$ cat src/rtl/core/hrhp_pkg.sv
// Package for the HTTP response header parser: result record, result kinds,
// character codes and the two header prefixes. No dependencies.
package hrhp_pkg;

    localparam int unsigned TAG_IDX_W = 6;
    localparam int unsigned LEN_W     = 32;
    localparam int unsigned STATUS_W  = 16;

    // Result kinds, carried on the master tuser.
    localparam logic [1:0] KIND_TAG  = 2'd0;
    localparam logic [1:0] KIND_DONE = 2'd1;
    localparam logic [1:0] KIND_BODY = 2'd2;

    localparam logic [7:0] CH_TAB  = 8'h09;
    localparam logic [7:0] CH_LF   = 8'h0A;
    localparam logic [7:0] CH_CR   = 8'h0D;
    localparam logic [7:0] CH_SP   = 8'h20;
    localparam logic [7:0] CH_ZERO = 8'h30;
    localparam logic [7:0] CH_NINE = 8'h39;

    localparam logic [4:0] TAG_PFX_LEN = 5'd7;
    localparam logic [4:0] LEN_PFX_LEN = 5'd16;

    typedef struct packed {
        logic [1:0]           kind;
        logic [7:0]           out_byte;
        logic [TAG_IDX_W-1:0] tag_index;
        logic [STATUS_W-1:0]  status_code;
        logic [LEN_W-1:0]     content_length;
        logic [TAG_IDX_W-1:0] tag_length;
        logic                 accepted;
        logic                 body_last;
    } hrhp_result_t;

    // Characters of the entity tag prefix: ETag, colon, space, double quote.
    function automatic logic [7:0] tag_pfx_char(input logic [2:0] pos);
        logic [7:0] c;
        unique case (pos)
            3'd0:    c = 8'h45; // E
            3'd1:    c = 8'h54; // T
            3'd2:    c = 8'h61; // a
            3'd3:    c = 8'h67; // g
            3'd4:    c = 8'h3A; // :
            3'd5:    c = 8'h20; // space
            3'd6:    c = 8'h22; // double quote
            default: c = 8'h00;
        endcase
        return c;
    endfunction

    // Characters of the "Content-Length: " prefix.
    function automatic logic [7:0] len_pfx_char(input logic [3:0] pos);
        logic [7:0] c;
        unique case (pos)
            4'd0:    c = 8'h43; // C
            4'd1:    c = 8'h6F; // o
            4'd2:    c = 8'h6E; // n
            4'd3:    c = 8'h74; // t
            4'd4:    c = 8'h65; // e
            4'd5:    c = 8'h6E; // n
            4'd6:    c = 8'h74; // t
            4'd7:    c = 8'h2D; // -
            4'd8:    c = 8'h4C; // L
            4'd9:    c = 8'h65; // e
            4'd10:   c = 8'h6E; // n
            4'd11:   c = 8'h67; // g
            4'd12:   c = 8'h74; // t
            4'd13:   c = 8'h68; // h
            4'd14:   c = 8'h3A; // :
            default: c = 8'h20; // space
        endcase
        return c;
    endfunction

endpackage

$ cat src/rtl/core/hrhp_parse.sv
// Per-byte parse step of the HTTP response header parser: parse state
// registers and the next-state and result logic. Depends on hrhp_pkg.
module hrhp_parse #(
    parameter int unsigned TAG_MAX_CHARS = 63
) (
    input  logic                  clk,
    input  logic                  rst_n,
    input  logic                  step_en,
    input  logic [7:0]            data_byte,
    input  logic                  start_req,
    output logic                  res_valid,
    output hrhp_pkg::hrhp_result_t res
);
    import hrhp_pkg::*;

    localparam logic [1:0] PH_HEADER = 2'd0;
    localparam logic [1:0] PH_BODY   = 2'd1;
    localparam logic [1:0] PH_DONE   = 2'd2;

    localparam logic [1:0] LK_UNDECIDED = 2'd0;
    localparam logic [1:0] LK_TAG       = 2'd1;
    localparam logic [1:0] LK_LENGTH    = 2'd2;
    localparam logic [1:0] LK_OTHER     = 2'd3;

    localparam logic [TAG_IDX_W-1:0] TAG_CAP = TAG_IDX_W'(TAG_MAX_CHARS);

    typedef struct packed {
        logic [1:0]           phase;
        logic [1:0]           crlf_run;
        logic [4:0]           line_position;
        logic [1:0]           line_kind;
        logic [15:0]          held_chars;
        logic [1:0]           held_count;
        logic [TAG_IDX_W-1:0] tag_count;
        logic [LEN_W-1:0]     length_value;
        logic [1:0]           status_phase;
        logic [STATUS_W-1:0]  status_value;
        logic [LEN_W-1:0]     body_count;
        logic                 body_accepted;
    } hrhp_state_t;

    localparam hrhp_state_t STATE_RESET = '{
        phase:         PH_HEADER,
        line_kind:     LK_UNDECIDED,
        default:       '0
    };

    hrhp_state_t          state_reg;
    hrhp_state_t          state_next;
    hrhp_state_t          cur;
    logic                 prev_cr;
    logic                 is_digit;
    logic                 is_space;
    logic [3:0]           digit;
    logic [19:0]          status_prod;
    logic [35:0]          len_prod;
    logic                 tag_clear;
    logic [TAG_IDX_W-1:0] tag_base;
    logic [15:0]          held_shift;
    logic [LEN_W-1:0]     body_inc;
    logic                 acc;

    assign is_digit    = (data_byte >= CH_ZERO) && (data_byte <= CH_NINE);
    assign is_space    = (data_byte == CH_SP) || ((data_byte >= CH_TAB) && (data_byte <= CH_CR));
    assign digit       = data_byte[3:0];

    always_comb
    begin
        cur        = start_req ? STATE_RESET : state_reg;
        state_next = cur;
        res        = '0;
        res_valid  = 1'b0;
        prev_cr    = cur.crlf_run[0];
        // Times ten as two shifts and an add.
        status_prod = ({4'b0, cur.status_value} << 3) + ({4'b0, cur.status_value} << 1)
                    + {16'b0, digit};
        len_prod    = ({4'b0, cur.length_value} << 3) + ({4'b0, cur.length_value} << 1)
                    + {32'b0, digit};
        tag_clear   = ((cur.held_count == 2'd0) && (data_byte != CH_CR))
                    || ((cur.held_count == 2'd1) && prev_cr);
        tag_base    = tag_clear ? '0 : cur.tag_count;
        held_shift  = cur.held_chars >> 8;
        body_inc    = (cur.body_count == '1) ? cur.body_count : cur.body_count + 1'b1;
        acc         = (cur.status_value == 16'd200) || (cur.status_value == 16'd206);

        unique case (cur.phase)
            PH_HEADER:
            begin
                // Status code: digits right after the first space.
                if (cur.status_phase == 2'd0)
                begin
                    if (data_byte == CH_SP)
                        state_next.status_phase = 2'd1;
                end
                else if (cur.status_phase == 2'd1)
                begin
                    if (is_digit)
                        state_next.status_value = (status_prod > 20'hFFFF) ? 16'hFFFF
                                                                           : status_prod[15:0];
                    else
                        state_next.status_phase = 2'd2;
                end

                if ((data_byte == CH_LF) && prev_cr)
                begin
                    state_next.line_position = '0;
                    state_next.line_kind     = LK_UNDECIDED;
                    state_next.held_chars    = '0;
                    state_next.held_count    = '0;
                    if (cur.crlf_run == 2'd3)
                    begin
                        // Blank line: header is complete.
                        state_next.crlf_run      = 2'd0;
                        state_next.body_accepted = acc;
                        state_next.body_count    = '0;
                        state_next.phase         = acc ? PH_BODY : PH_DONE;
                        res_valid                = 1'b1;
                        res.kind                 = KIND_DONE;
                        res.status_code          = state_next.status_value;
                        res.content_length       = cur.length_value;
                        res.tag_length           = cur.tag_count;
                        res.accepted             = acc;
                    end
                    else
                    begin
                        state_next.crlf_run = 2'd2;
                    end
                end
                else
                begin
                    if (data_byte == CH_CR)
                        state_next.crlf_run = (cur.crlf_run == 2'd2) ? 2'd3 : 2'd1;
                    else
                        state_next.crlf_run = 2'd0;

                    unique case (cur.line_kind)
                        LK_UNDECIDED:
                        begin
                            if (data_byte == tag_pfx_char(3'd0))
                            begin
                                state_next.line_kind     = LK_TAG;
                                state_next.line_position = 5'd1;
                            end
                            else if (data_byte == len_pfx_char(4'd0))
                            begin
                                state_next.line_kind     = LK_LENGTH;
                                state_next.line_position = 5'd1;
                            end
                            else
                            begin
                                state_next.line_kind = LK_OTHER;
                            end
                        end
                        LK_TAG:
                        begin
                            if (cur.line_position < TAG_PFX_LEN)
                            begin
                                if (data_byte == tag_pfx_char(cur.line_position[2:0]))
                                    state_next.line_position = cur.line_position + 5'd1;
                                else
                                    state_next.line_kind = LK_OTHER;
                            end
                            else if (((data_byte == CH_CR) && (cur.held_count < 2'd2))
                                     || (cur.held_count == 2'd0))
                            begin
                                // Hold the byte back: it may be the closing character.
                                state_next.tag_count  = tag_base;
                                state_next.held_chars = cur.held_chars
                                    | (cur.held_count[0] ? {data_byte, 8'h00} : {8'h00, data_byte});
                                state_next.held_count = cur.held_count + 2'd1;
                            end
                            else
                            begin
                                // Release the oldest held byte and hold this one.
                                state_next.held_chars = held_shift
                                    | ((cur.held_count == 2'd2) ? {data_byte, 8'h00}
                                                                : {8'h00, data_byte});
                                if (tag_base < TAG_CAP)
                                begin
                                    res_valid            = 1'b1;
                                    res.kind             = KIND_TAG;
                                    res.out_byte         = cur.held_chars[7:0];
                                    res.tag_index        = tag_base;
                                    state_next.tag_count = tag_base + 1'b1;
                                end
                                else
                                begin
                                    state_next.tag_count = tag_base;
                                end
                            end
                        end
                        LK_LENGTH:
                        begin
                            if (cur.line_position < LEN_PFX_LEN)
                            begin
                                if (data_byte == len_pfx_char(cur.line_position[3:0]))
                                    state_next.line_position = cur.line_position + 5'd1;
                                else
                                    state_next.line_kind = LK_OTHER;
                            end
                            else if (cur.line_position == LEN_PFX_LEN)
                            begin
                                // A lone CR right after the prefix keeps the old value.
                                if (prev_cr || (data_byte != CH_CR))
                                    state_next.length_value = '0;
                                if (is_digit)
                                begin
                                    state_next.length_value  = {28'b0, digit};
                                    state_next.line_position = LEN_PFX_LEN + 5'd1;
                                end
                                else if (!is_space)
                                begin
                                    state_next.line_kind = LK_OTHER;
                                end
                            end
                            else if (is_digit)
                            begin
                                state_next.length_value = (len_prod > 36'hFFFF_FFFF) ? '1
                                                                                     : len_prod[31:0];
                            end
                            else
                            begin
                                state_next.line_kind = LK_OTHER;
                            end
                        end
                        default:
                        begin
                        end
                    endcase
                end
            end
            PH_BODY:
            begin
                state_next.body_count = body_inc;
                res_valid             = 1'b1;
                res.kind              = KIND_BODY;
                res.out_byte          = data_byte;
                res.body_last         = (body_inc == cur.length_value);
                if (body_inc == cur.length_value)
                    state_next.phase = PH_DONE;
            end
            default:
            begin
            end
        endcase
    end

    always_ff @(posedge clk or negedge rst_n)
    begin
        if (!rst_n)
            state_reg <= STATE_RESET;
        else if (step_en)
            state_reg <= state_next;
    end

endmodule

$ cat src/rtl/core/http_response_header_parser_top.sv
// Top level of the HTTP response header parser: stream ports, input word
// register and result register. Depends on hrhp_pkg and hrhp_parse.

// The parser takes one response byte per word and sustains one word per
// clock cycle while the input side is not stalled. A word is captured in an
// input register, the parse step for that byte works on the registered byte,
// and its result (if it has one) is captured in the output register, from
// which it is presented. The input side stalls only while a finished result
// waits in the output register and the sink holds tready low; bytes that give
// no result still move through the pipeline at one per cycle when no such
// stall holds. Setting the tuser bit on a word clears all parse state before
// that byte is parsed, so it is the first byte of a new response.
// Result words carry an entity tag character, a header summary, or a
// forwarded body byte, told apart by tuser; tlast marks the body byte whose
// count reaches the parsed Content-Length.
module http_response_header_parser_top #(
    parameter int unsigned TAG_MAX_CHARS = 63
) (
    input  logic        clk,
    input  logic        rst_n,
    input  logic        s_axis_tvalid,
    output logic        s_axis_tready,
    input  logic [7:0]  s_axis_tdata,  // data_byte[7:0]
    input  logic        s_axis_tuser,  // start_req[0]
    output logic        m_axis_tvalid,
    input  logic        m_axis_tready,
    output logic [71:0] m_axis_tdata,  // out_byte[7:0], tag_index[13:8],
                                       // status_code[29:14], content_length[61:30],
                                       // tag_length[67:62], accepted[68], zeros[71:69]
    output logic [1:0]  m_axis_tuser,  // kind[1:0]
    output logic        m_axis_tlast   // body_last
);
    import hrhp_pkg::*;

    logic         in_valid_reg;
    logic [7:0]   in_byte_reg;
    logic         in_start_reg;
    logic         out_valid_reg;
    hrhp_result_t out_res_reg;
    logic         advance;
    logic         step_valid;
    hrhp_result_t step_res;

    // The whole pipeline moves whenever the output register is free or is
    // being emptied this cycle.
    assign advance       = !out_valid_reg || m_axis_tready;
    assign s_axis_tready = advance;

    hrhp_parse #(
        .TAG_MAX_CHARS(TAG_MAX_CHARS)
    ) u_parse (
        .clk       (clk),
        .rst_n     (rst_n),
        .step_en   (advance && in_valid_reg),
        .data_byte (in_byte_reg),
        .start_req (in_start_reg),
        .res_valid (step_valid),
        .res       (step_res)
    );

    always_ff @(posedge clk or negedge rst_n)
    begin
        if (!rst_n)
        begin
            in_valid_reg  <= 1'b0;
            out_valid_reg <= 1'b0;
        end
        else if (advance)
        begin
            in_valid_reg  <= s_axis_tvalid;
            out_valid_reg <= in_valid_reg && step_valid;
        end
    end

    always_ff @(posedge clk)
    begin
        if (advance)
        begin
            in_byte_reg  <= s_axis_tdata;
            in_start_reg <= s_axis_tuser;
            out_res_reg  <= step_res;
        end
    end

    assign m_axis_tvalid = out_valid_reg;
    assign m_axis_tuser  = out_res_reg.kind;
    assign m_axis_tlast  = out_res_reg.body_last;
    assign m_axis_tdata  = {3'b000,
                            out_res_reg.accepted,
                            out_res_reg.tag_length,
                            out_res_reg.content_length,
                            out_res_reg.status_code,
                            out_res_reg.tag_index,
                            out_res_reg.out_byte};

endmodule

$ cat config.mk
export PLATFORM = sky130hd
export DESIGN_NAME = http_response_header_parser_top
export DESIGN_NICKNAME = d
export VERILOG_FILES = /design/src/rtl/core/hrhp_pkg.sv /design/src/rtl/core/hrhp_parse.sv /design/src/rtl/core/http_response_header_parser_top.sv
export SDC_FILE = /design/constraint.sdc
export NUM_CORES = 1
export LEC_CHECK = 0
export ABC_AREA = 0
export BUFFER_PORTS_ARGS = -buffer_cell sky130_fd_sc_hd__buf_2
export CAP_MARGIN = 20
export CORE_AREA = 3 3 177 179
export DETAILED_ROUTE_END_ITERATION = 7
export DIE_AREA = 0 0 180 182
export PLACE_DENSITY = 0.7
export SLEW_MARGIN = 20
export SYNTH_ARGS = -nofsm -noshare
export SYNTH_HDL_FRONTEND = slang
export SYNTH_SLANG_ARGS = --single-unit
$ cat constraint.sdc
create_clock -name clk -period 13.7 [get_ports clk]
set_clock_uncertainty 0.2 [all_clocks]
set_input_delay 0.685 -clock clk [delete_from_list [all_inputs] [get_ports clk]]
set_output_delay 0.685 -clock clk [all_outputs]
set_load 0.05 [all_outputs]
Word-level counts from Yosys, hierarchy flattened
Memory sizes are Yosys's and may differ from the RTL's.
Cells that the tools add are included.
{"block": "op_classes", "n_addsub": 8, "n_lt_le_gt_ge": 10, "n_eq_ne": 27, "n_mux": 80, "n_bitwise": 5, "n_reduce_logical": 22}
{"operator": "$mux 32", "count": 8}
{"operator": "$mux 16", "count": 9}
{"operator": "$mux 118", "count": 1}
{"operator": "$mux 83", "count": 1}
{"operator": "$mux 33", "count": 2}
{"operator": "$mux 8", "count": 8}
{"operator": "$pmux 32 s2", "count": 1}
{"operator": "$pmux 7 s7", "count": 1}
{"operator": "$mux 24", "count": 2}
{"operator": "$mux 38", "count": 1}
{"operator": "$add 35x33->36", "count": 1}
{"operator": "$add 36x4->36", "count": 1}
{"operator": "$gt 36x32->1 const B", "count": 1}
{"operator": "$mux 2", "count": 18}
{"operator": "$add 32x1->32 const B", "count": 1}
{"operator": "$eq 16x8->1 const B", "count": 2}
{"operator": "$eq 32x32->1", "count": 1}
{"operator": "$eq 32x32->1 const B", "count": 1}
{"operator": "$mux 14", "count": 2}
{"operator": "$mux 27", "count": 1}
{"operator": "$mux 5", "count": 5}
{"operator": "$mux 7", "count": 3}
{"operator": "$pmux 7 s3", "count": 1}
{"operator": "$add 19x17->20", "count": 1}
{"operator": "other kinds (40)", "count": 79}
{"block": "totals", "regBits": 201, "rom_bits": 112, "input_bits": 13, "out_inout_bits": 77, "word_cells": 177, "n_memories": 1}
{"name": "(name not given)", "words": 16, "width": 7, "rd": 1, "rd_ports_with_merged_regs": 0, "write_ports": 0, "line_no": "hrhp_pkg.sv:54", "rtl": "unique case (pos)"}

Logic depth before layout (Yosys ltp)
{"block": "logic_depth", "depth_word": 13, "mapped_depth": 24}

Modules after synthesis
A second synthesis with hierarchy kept.
{"block": "hier_totals", "cells_unflattened": 1778, "area_unflattened_um2": 15513.6}
{"module": "hrhp_parse", "n_inst": 1, "cells_per_inst": 1686, "area_per_inst_um2": 12961.2, "seq_area_each_um2": 2927.8}
{"module": "http_response_header_parser_top", "n_inst": 1, "cells_per_inst": 92, "area_per_inst_um2": 2552.4, "seq_area_each_um2": 2482.4}

Worst setup path before layout
No wires, ideal clock.
{"block": "synth_timing", "path_kind": "reg2reg", "start": "register in_start_reg", "end": "register u_parse.state_reg[52] in the netlist's numbering", "setup_time_ns": 0.129, "t_arrival_ns": 5.132, "required_ns": 13.371, "setup_slack_ns": 8.239, "stages_incl_launch_ff": 23, "path_buffers": 11, "path_cell_list": "edfxtp_1 buf_4 clkbuf_1 buf_2 buf_2 buf_2 buf_2 buf_2 clkbuf_1 nor2b_1 ha_1 ha_1 clkbuf_1 nand4_1 or3_1 o31ai_1 a41oi_1 mux2i_1 or4b_1 clkbuf_1 buf_6 nor4b_2 a211oi_1"}
{"item": "start, declared", "line_no": "http_response_header_parser_top.sv:37", "rtl": "logic in_start_reg;"}
{"item": "start signal, assigned", "line_no": "http_response_header_parser_top.sv:80", "rtl": "in_start_reg <= s_axis_tuser;"}
{"item": "end signal, assigned", "line_no": "hrhp_parse.sv:253", "rtl": "state_reg <= state_next;"}
{"item": "end, declared", "line_no": "hrhp_parse.sv:48", "rtl": "hrhp_state_t state_reg;"}

Worst setup path after layout
{"block": "layout_timing", "start": "register in_start_reg", "end": "register u_parse.state_reg[116] in the netlist's numbering"}
{"block": "layout_via", "elab_chain_len": 7}
{"item": "$mux 118 (*)", "line_no": "hrhp_parse.sv:69", "rtl": "cur = start_req ? STATE_RESET : state_reg;"}
{"item": "parallel branches: the longest is 5 deep, another holds $add 32x1->32"}
{"item": "$pmux 2 s2 (*)", "line_no": "hrhp_parse.sv:86", "rtl": "unique case (cur.phase)"}
Mark *: on every way between the ends.
A chain may end at the register's enable or synchronous reset.

==> metrics.md <==
| Metric | Value |
|---|---|
| Outcome | `finished clean` |
| Root Driver | `clkbuf_16` |
| P&R area growth vs syn | `8.275%` |
| Core area | `29720 um2` |
| Most frequent cells in the layout | `nand2_1, a21oi_1, nor2_1, o21ai_0, dfrtp_1` |
| Critical Path Source Type | `register` |
| F_max | `178.3 MHz` |
| Grt ovf | `0` |
| Hold Path Class | `in -> reg` |
| Syn_area_per_cell | `8.535 um2` |
| Most frequent CP cell | `buf_4` |
| Final Hold Fails | `0` |
| Post-Syn Instances | `about 1700` |
| GP Congestion | `0.9752` |
| Crit path launch | `in_start_reg$_DFFE_PN_` |
| Critical-path top delay cell | `buf_4` |
| Req. time, crit path | `13.85 ns` |
| FF-to-FF Start | `in_start_reg$_DFFE_PN_` |
| Worst vdd ir | `0.09270 mV` |
| GRT Util Overall | `27.27%` |
| Element type at the critical path end | `register` |
| Arrival time worst endpoint | `about 5.8 ns` |
| Vias in the first global route | `12850` |
| Cell area after layout | `16130 um2` |
| Layout cell share with drive strength beyond 1 | `about 9.6%` |
| Slew Limit Fails | `0` |
| First-pass GRT wire length | `72240 um` |
| Fill cells | `roughly 2800` |
| Post-Syn Area | `14890 um2` |
| Critical Path Fanout Max | `between 60 and 70` |
| Largest net degree at the start of global routing | `63` |
| Clock transition at path regs | `~0.090 ns` |
| Htree depth | `4` |
| Via-to-Cell Ratio | `between 6 and 7` |
| CTS Buf Count | `17` |
| Most common cell after layout, fill and taps aside | `nand2_1` |
| Number of max-cap violations | `0` |
| Multi-input logic area | `8790 um2` |
| CTS tree | `built` |
| Post-Route Utilization | `54.26%` |
| Unrepaired setup endpoints after global routing | `no` |
| Drt pass-1 iters | `5` |
| CTS max path bufs | `2` |
| Chip Height | `182 um` |
| Final nets | `between 1500 and 2000` |
| 1st-iter DRT viols | `1480` |
| Post-synth cell types | `91` |
| Initial antenna violation count | `1` |
| Vias | `~14000` |
| DR top layer | `met5` |
| Die width | `180 um` |
| Antenna-violating nets left | `0` |
| Fraction of registers with async set/reset | `59.50%` |
| Die area | `32760 um2` |
| Tcrit/Tclk final | `40.95%` |
| Pwr dens | `roughly 120 nW/um2` |
| Least-Margin Pin Slew | `1.174 ns` |
| # placed instances | `2133` |
| Reg area | `5410 um2` |
| Max FFs per register | `117` |
| Synthesized flop and latch total | `200` |
| Pre-CTS setup slack | `approximately 8 ns` |
| Clock sinks | `200` |
| Worst-Skew Late Latency | `about 0.46 ns` |
| Fin cells | `2166` |
| Number of flops mapped to enable cells by yosys | `81` |
| M1 WL | `20620 um` |
| Placed instance area | `15500 um2` |
| CP cell instances | `buf_4 > buf_4 > nor2_1 > ha_1 > nand2_1 > nor4_2 > buf_4 > a31oi_1 > buf_4 > and4_1 > xnor2_1 > a2111oi_0 > a41oi_1 > and4bb_1 > o211ai_1 > o21a_1` |
| Crit-path max cell delay | `0.67 ns` |
| Metal3 WL | `3880 um` |
| Final worst setup slack | `8.090 ns` |
| Final setup fails | `0` |
| Io pins | `90` |
| Starting Density | `50.12%` |
| Sequential fraction of the synthesis area | `a little over a third` |
| Worst Min Path Start | `s_axis_tdata[6]` |
| Antenna diodes | `0` |
| HPWL after detailed placement | `between 30000 and 40000 um` |
| Fin crit period | `5.610 ns` |
| Synth Warn # | `0` |
| WL/cell | `21.04 um` |
| Drt drc | `0` |
| Leak pwr | `7.381 nW` |
| Synth Flop Type | `dfrtp_1` |
| Post-cts resize count | `0` |
| TNS Setup | `0 ns` |
| Row cnt | `63` |
| Slew headroom | `21.53%` |
| Drt total wl | `about 46000 um` |
| Port Buffers | `86` |
| Type of the worst setup path | `reg -> reg` |
| Metal2 WL | `20190 um` |
stage by stage:
stage | power (W) | hold WS [ns]
global placement | 0.001335 | 0.2509
floorplan | 0.001186 | 0.1894
detailed placement | 0.001344 | 0.2580
global route | 0.001947 | 0.1770
CTS | 0.001868 | 0.1812
finish | 0.001868 | 0.1939
final cells by class:
cell class | count | share of cell area (%)
clock inverter | 13 | 0.9156
timing repair buffer | 108 | 3.724
tap | 390 | 3.026
inverter | 60 | 1.397
sequential | 200 | 33.55
multi-input combinational | 1376 | 54.51
clock buffer | 19 | 2.879
routing by layer:
layer | global-route usage (%) | vias to the layer above
li1 | - | 6393
met1 | 39.84 | 6653
met2 | 41.70 | 584
met3 | 5.128 | 62
met4 | 7.271 | 2
met5 | 0 | -
power by group:
part           leakage [nW]  switching (W)  internal, W
registers              2.59      0.0000680     0.000699
clock network         0.303       0.000268     0.000262
logic                  4.49       0.000429     0.000142
what timing repair did:
action | in CTS | in global routing
hold endpoints to repair | 22 | 0
hold buffers | 1 | 0
setup buffers | 0 | 0
cells by family (layout without fill, tap and decap cells):
logic type / count (synthesis) / in the layout / synth area share [%]
AOI/OAI and AO/OA: 503 / 503 / 20.99
xor gates and xnor gates: 82 / 82 / 4.915
adders and majority gates: 109 / 109 / 9.309
buffers and inverters: 171 / 200 / 4.806
DFF: 200 / 200 / 36.33
muxes: 17 / 17 / 1.193
other: 1 / 3 / 0.02518
and+or+nand+nor: 662 / 662 / 22.44
cells in the mapped netlist, types with 32 or more instances:
library cell / number / area [um2]
nand3_1: 45 / 225.2
o31ai_1: 40 / 300.3
o21ai_0: 125 / 625.6
ha_1: 106 / 1326
nor2b_1: 59 / 369.1
clkbuf_1: 67 / 251.5
xnor2_1: 49 / 429.2
a21oi_1: 167 / 835.8
and3_1: 38 / 237.7
edfxtp_1: 81 / 2432
nor3_1: 37 / 185.2
dfrtp_1: 119 / 2978
inv_1: 60 / 225.2
nor2_1: 153 / 574.3
xor2_1: 32 / 280.3
nand2_1: 198 / 743.2
critical path: cells and delay by family (launching register included):
kind / cells / cell delay, ns
AND/OR/NAND/NOR: 5 / 1.25
XOR/XNOR: 1 / 0.08
flip-flops: 1 / 0.32
AO/OA/AOI/OAI: 5 / 1.55
buffers and inverters: 4 / 1.72
adder cells (fa/ha/maj): 1 / 0.32
worst paths after layout:
check / to / slack, ns / cells after the start
hold / removal: in_byte_reg[6]$_DFFE_PN_ / 0.19 / 1
min in group asynchronous: u_parse.state_reg[62]$_DFFE_PN0P_ / 0.48 / 2
hold reg to reg: u_parse.state_reg[100]$_DFFE_PN0P_ / 0.28 / 2
setup / recovery: u_parse.state_reg[116]$_DFFE_PN0P_ / 8.09 / 16
max in group asynchronous: u_parse.state_reg[36]$_DFFE_PN0P_ / 11.78 / 3
setup reg to reg: u_parse.state_reg[116]$_DFFE_PN0P_ / 8.09 / 16
Note: power is estimated with default switching activity, not from simulation.
